<file path="config.mk">
export PLATFORM = sky130hd
export DESIGN_NAME = ptq_cell
export DESIGN_NICKNAME = d
export VERILOG_FILES = /design/src/design/ptq_pkg.sv /design/src/design/ptq_cell.sv
export SDC_FILE = /design/constraint.sdc
export NUM_CORES = 1
export LEC_CHECK = 0
export BUFFER_PORTS_ARGS = -buffer_cell sky130_fd_sc_hd__buf_4
export CAP_MARGIN = 20
export CORE_ASPECT_RATIO = 1.25
export CORE_UTILIZATION = 55
export DETAILED_ROUTE_END_ITERATION = 6
export GPL_ROUTABILITY_DRIVEN = 0
export PLACE_DENSITY_LB_ADDON = 0.08
export SLEW_MARGIN = 20
export SYNTH_ARGS = -nofsm -noshare
export SYNTH_HDL_FRONTEND = slang
export SYNTH_SLANG_ARGS = --single-unit
export TNS_END_PERCENT = 30
</file>
<file path="constraint.sdc">
create_clock -name clk -period 5.99 [get_ports clk]
set_input_delay 0 -clock clk [delete_from_list [all_inputs] [get_ports clk]]
set_output_delay 0 -clock clk [all_outputs]
set_load 0.01 [all_outputs]
</file>
<file path="src/design/ptq_pkg.sv">
`timescale 1ns / 1ps
// Shared types, codes and helpers for the periodic timer queue.
// No dependencies; used by ptq_cell and periodic_timer_queue.
package ptq_pkg;

  // Default number of timer slots; slot numbers always fit in SLOT_W bits.
  localparam int N_TIMERS_DEF = 16;
  localparam int SLOT_W       = 8;

  // At most this many firings are reported for one tick.
  localparam int MAX_RESULTS = 16;
  localparam int FIRE_N_W    = $clog2(MAX_RESULTS + 1);

  // Command codes carried on the input channel.
  typedef enum logic [1:0] {
    CMD_TICK   = 2'd0,
    CMD_CREATE = 2'd1,
    CMD_CHANGE = 2'd2,
    CMD_DELETE = 2'd3
  } cmd_t;

  // Operations broadcast from the sequencer to the row of timer cells.
  typedef enum logic [2:0] {
    OP_NONE   = 3'd0,
    OP_CREATE = 3'd1,
    OP_CHANGE = 3'd2,
    OP_DELETE = 3'd3,
    OP_FIRE   = 3'd4
  } cell_op_t;

  // Broadcast control to every cell.
  typedef struct packed {
    cell_op_t          op;
    logic [SLOT_W-1:0] sel;
    logic [63:0]       expiry;
    logic [31:0]       interval;
  } cell_cmd_t;

  // Earliest-expiry candidate handed from cell to cell.
  typedef struct packed {
    logic              valid;
    logic [63:0]       expiry;
    logic [31:0]       fires;
    logic [SLOT_W-1:0] slot;
  } cand_t;

  // Adds a 32-bit value to a 64-bit time, saturating at all ones.
  function automatic logic [63:0] sat_add64(input logic [63:0] a, input logic [31:0] b);
    logic [64:0] sum;
    sum = {1'b0, a} + {33'b0, b};
    return sum[64] ? {64{1'b1}} : sum[63:0];
  endfunction

endpackage

</file>
<file path="src/design/ptq_cell.sv">
`timescale 1ns / 1ps
// One timer slot of the queue plus its stage of the earliest-expiry chain.
// Depends on ptq_pkg.
module ptq_cell #(
  parameter int INDEX = 0
) (
  input  logic               clk,
  input  logic               rst_n,
  input  ptq_pkg::cell_cmd_t cmd,
  input  logic [63:0]        now_ms,
  input  ptq_pkg::cand_t     cand_in,
  output ptq_pkg::cand_t     cand_out
);
  import ptq_pkg::*;

  logic        armed_r;
  logic        expired_r;
  logic [63:0] expiry_r;
  logic [31:0] interval_r;
  logic [31:0] fires_r;
  cand_t       cand_r;
  cand_t       cand_nxt;
  logic        hit;
  logic        take_own;

  assign hit = (cmd.sel == SLOT_W'(INDEX));

  // Keep this slot only if it beats everything from lower slots; ties stay lower.
  assign take_own = expired_r && (!cand_in.valid || (expiry_r < cand_in.expiry));

  always_comb begin
    if (take_own) begin
      cand_nxt = '{valid: 1'b1, expiry: expiry_r, fires: fires_r, slot: SLOT_W'(INDEX)};
    end else begin
      cand_nxt = cand_in;
    end
  end

  // Control state: the active mark, the expired flag and the chain stage.
  always_ff @(posedge clk) begin
    if (!rst_n) begin
      armed_r   <= 1'b0;
      expired_r <= 1'b0;
      cand_r    <= '0;
    end else begin
      expired_r <= armed_r && (expiry_r <= now_ms);
      cand_r    <= cand_nxt;
      if (hit) begin
        unique case (cmd.op)
          OP_CREATE, OP_CHANGE: armed_r <= 1'b1;
          OP_DELETE:            armed_r <= 1'b0;
          OP_FIRE:              armed_r <= (interval_r != 32'd0);
          default:              armed_r <= armed_r;
        endcase
      end
    end
  end

  // Slot contents; undefined until written by a create (a change writes only the expiry and interval).
  always_ff @(posedge clk) begin
    if (hit) begin
      unique case (cmd.op)
        OP_CREATE: begin
          expiry_r   <= cmd.expiry;
          interval_r <= cmd.interval;
          fires_r    <= 32'd0;
        end
        OP_CHANGE: begin
          expiry_r   <= cmd.expiry;
          interval_r <= cmd.interval;
        end
        OP_FIRE: begin
          fires_r <= fires_r + 32'd1;
          if (interval_r != 32'd0) begin
            expiry_r <= sat_add64(expiry_r, interval_r);
          end
        end
        default: begin
        end
      endcase
    end
  end

  assign cand_out = cand_r;

endmodule

</file>
==> impl_results.md <==
- Status: completed
- EDFF count, synth: about 130
- DR vias/cell: 5.67
- Leakage: 10.5 nW
- Die width: 154 um
- Fraction of registers with async set or reset after synthesis: 0%
- Seq/Total Area, Yosys: 37.8%
- Post-CTS Setup Inserts: 0
- Worst setup path class: reg2reg
- Top FF cell, synth: edfxtp_1
- Syn nets: 2111
- Core area: 0.0284 mm^2
- Slew HR: 32.1%
- Critical path data required time: 6.28 ns
- Vias post-DR: 14.8k
- Setup TNS: 0 ns
- Maximum root-to-sink buffer count: 3
- Top Layer Used: met4
- Crit-path max FO: 27
- CTS H-tree depth: 1
- Share of layout cells above drive strength 1: 22.5%
- Worst path arrival time: 4.33 ns
- Setup crit end kind: register
- Post-CTS Hold Buffers: 205
- Met3 WL: 2970 um
- Routed length per instance: 18.8 um
- Post-synthesis average cell area: 9.47 um^2
- PwrDens: 182 mW/mm^2
- Clock sink count: 235
- Largest area contributor in the netlist: edfxtp_1
- Max VDD drop: ~230 uV
- Vias in the first global route: 14.8k
- DR iter-0 viols: 1213
- Post-route clock period utilization: 67.5%
- Die ar.: just under 0.03 mm^2
- Worst hold margin: between 0.006 and 0.007 ns
- Clk root buf: clkbuf_16
- Ys Warns: 0
- Largest net degree at the start of global routing: 115
- CTS tree: done
- Final #Nets: 2670
- Clock skew: 0.0122 ns
- Register clock-pin slew on the reported worst setup and hold paths: roughly 0.060 ns
- IO Pins: 383
- Hold Startpoint: rst_n
- Cts bufs inserted: 25
- Row Count: 69
- Max cap viols: 0
- Startpoint Class: register
- First-pass DRT Iterations: 5
- Area occupied by multi-input gates: 0.00896 mm^2
- Hold EP: cand_out[27]
- Die height: 192 um
- Final HPWL DP: 34600 um
- # fillers: between 1.5k and 2k
- CTS resizes: 0
- Initial Util: 55.8%
- Fmax: 247 MHz
- Worst R2R Start: expiry_r[0]
- Final setup violation count: 0
- Share of the synthesized area in the top cell type: 24.3%
- Met2 wire len: around 25000 um
- Hold Crit Class: in2reg
- Area Overhead vs Synth: 37.5%
- Gr usage total: approximately a third
- Final Max Slew Viols: 0
- Final hold vios: 0
- Post-synthesis cell count: 1672
- Port-buffer cells: 382
- GRT overflow: 0
- M1 WL: 19500 um
- Slew @ Worst Pin: just over 1 ns
- Reg2Reg Depth: 11
- Crit Reg-Reg Endpoint: expiry_r[19]
- Worst Hold Depth: 3
- Routed Antenna Nets: 0
- Seq cells post-synth: around 240
- Initial antenna violation count: 1
- First-pass GRT wire length: 75700 um
- Clk Latency, worst-skew pair: ~0.55 ns
- Synthesized area: 0.0158 mm^2
- R2R Setup Slk: 1.95 ns
- Synth unique cells: 75
- Fin crit period: ~4.0 ns
- DRC violations left: 0
- Register area: 0.00599 mm^2
- Leading post-synthesis cells by cell area: edfxtp_1, dfxtp_1, ha_1, mux2i_1, nand2_1
- Detailed Route WL: 49000 um
- RSZ-0062 raised after global routing: false
sequential cells by signal, indices dropped and copies added (netlist names):
register / flops
expiry_r: 64
interval_r: 32
cand_out: 105
expired_r: 1
fires_r: 32
armed_r: 1
placed cells by master (no fill, tap or decap), types with 5 or more instances in the layout:
| cell type | count |
|---|---|
| o211ai_1 | 5 |
| inv_1 | 151 |
| nor2b_1 | 8 |
| nand4_1 | 45 |
| a21oi_4 | 51 |
| a21o_1 | 59 |
| edfxtp_1 | 128 |
| dlygate4sd3_1 | 205 |
| nand2b_1 | 6 |
| o21ai_0 | 39 |
| and3_1 | 23 |
| buf_4 | 386 |
| a31oi_1 | 14 |
| nor2_1 | 129 |
| clkbuf_1 | 6 |
| o31ai_1 | 5 |
| clkbuf_16 | 25 |
| mux2i_1 | 97 |
| clkinv_2 | 6 |
| dfxtp_1 | 107 |
| o21bai_1 | 11 |
| nor3_1 | 18 |
| nand2_1 | 253 |
| a21oi_1 | 81 |
| o21a_1 | 5 |
| and4_1 | 11 |
| xnor2_1 | 48 |
| ha_1 | 160 |
| xor2_1 | 31 |
| o32a_1 | 7 |
| nand3_1 | 27 |
| nor4_1 | 15 |
synthesized netlist by cell type, drive strengths merged (3+ instances only):
library cell / n
nand2: 255
ha: 160
inv: 151
a21oi: 136
nor2: 132
edfxtp: 128
dfxtp: 107
mux2i: 97
a21o: 59
xnor2: 48
o21ai: 46
nand4: 45
clkbuf: 34
xor2: 31
buf: 28
nand3: 28
and3: 23
nor3: 20
nor4: 15
a31oi: 14
and4: 11
o21bai: 11
nor2b: 8
o211ai: 7
o32a: 7
and2: 6
nand2b: 6
o21a: 6
a211oi: 5
a21boi: 5
o31ai: 5
o22a: 4
or4: 4
and3b: 3
nor3b: 3
o2111ai: 3
or3: 3
area by class of cell:
cell class,instances,share of cell area [%]
inverters,151,2.60
clock buffers,33,3.10
clock inverters,13,0.609
well taps,355,2.04
repair buffers,594,23.0
multi-input cells,1224,41.2
flip-flops and latches,235,27.5
diodes,3,0.0345
metrics by stage:
| stage | cell area (um^2) | setup WS, ns | cells | utilization, % | power [mW] |
|---|---|---|---|---|---|
| 2_1_floorplan | 15800 | 1.57 | 1672 | - | 2.03 |
| 3_3_place_gp | 18900 | 2.09 | 2354 | 66.5 | 2.28 |
| 3_5_place_dp | 18900 | 2.01 | 2354 | 66.5 | 2.29 |
| 4_1_cts | 21800 | 2.00 | 2605 | 76.6 | 3.96 |
| 5_1_grt | 21800 | 1.75 | 2606 | 76.6 | 4.09 |
| 6_report | 21800 | 1.95 | 2608 | 76.7 | 3.96 |
critical path, stage by stage (launching register included):
cell	delay, ns
edfxtp_1	0.42
ha_1	0.25
fa_1	0.42
a21oi_1	0.27
o211ai_1	0.16
nand2_1	0.21
o2111ai_2	0.22
o211ai_4	0.41
nor2_4	0.10
nor2_8	0.77
buf_12	0.39
a21oi_4	0.10
layer usage:
| metal | vias to the layer above | global-route usage [%] |
|---|---|---|
| li1 | 7020 | - |
| met1 | 6996 | 38.5 |
| met2 | 634 | 58.7 |
| met3 | 147 | 4.29 |
| met4 | 0 | 14.1 |
| met5 | - | 0 |
worst max-delay path by stage:
stage / from / endpoint
detailed placement: expiry_r[0] / expiry_r[2]
floorplan: cmd[105] / expiry_r[0]
CTS: expiry_r[0] / expiry_r[2]
finish: expiry_r[0] / expiry_r[19]
global placement: expiry_r[0] / expiry_r[2]
global route: expiry_r[0] / expiry_r[2]
where the power goes:
group	internal [mW]	switching (mW)
clock	0.887	0.685
sequential	1.74	0.0134
combinational	0.357	0.277
logic make-up (layout without fill, tap and decap cells):
kind of cell / after synthesis / count (layout) / share of synthesized area, %
compound gates: 322 / 322 / 16.5
xor+xnor: 79 / 79 / 4.37
fa+ha+maj: 161 / 161 / 12.8
buf+inv: 213 / 791 / 5.87
flops: 235 / 235 / 37.8
mux: 97 / 97 / 6.13
other cells: 0 / 3 / 0
simple gates: 565 / 565 / 16.5
Power figures use the tool's default switching activity.
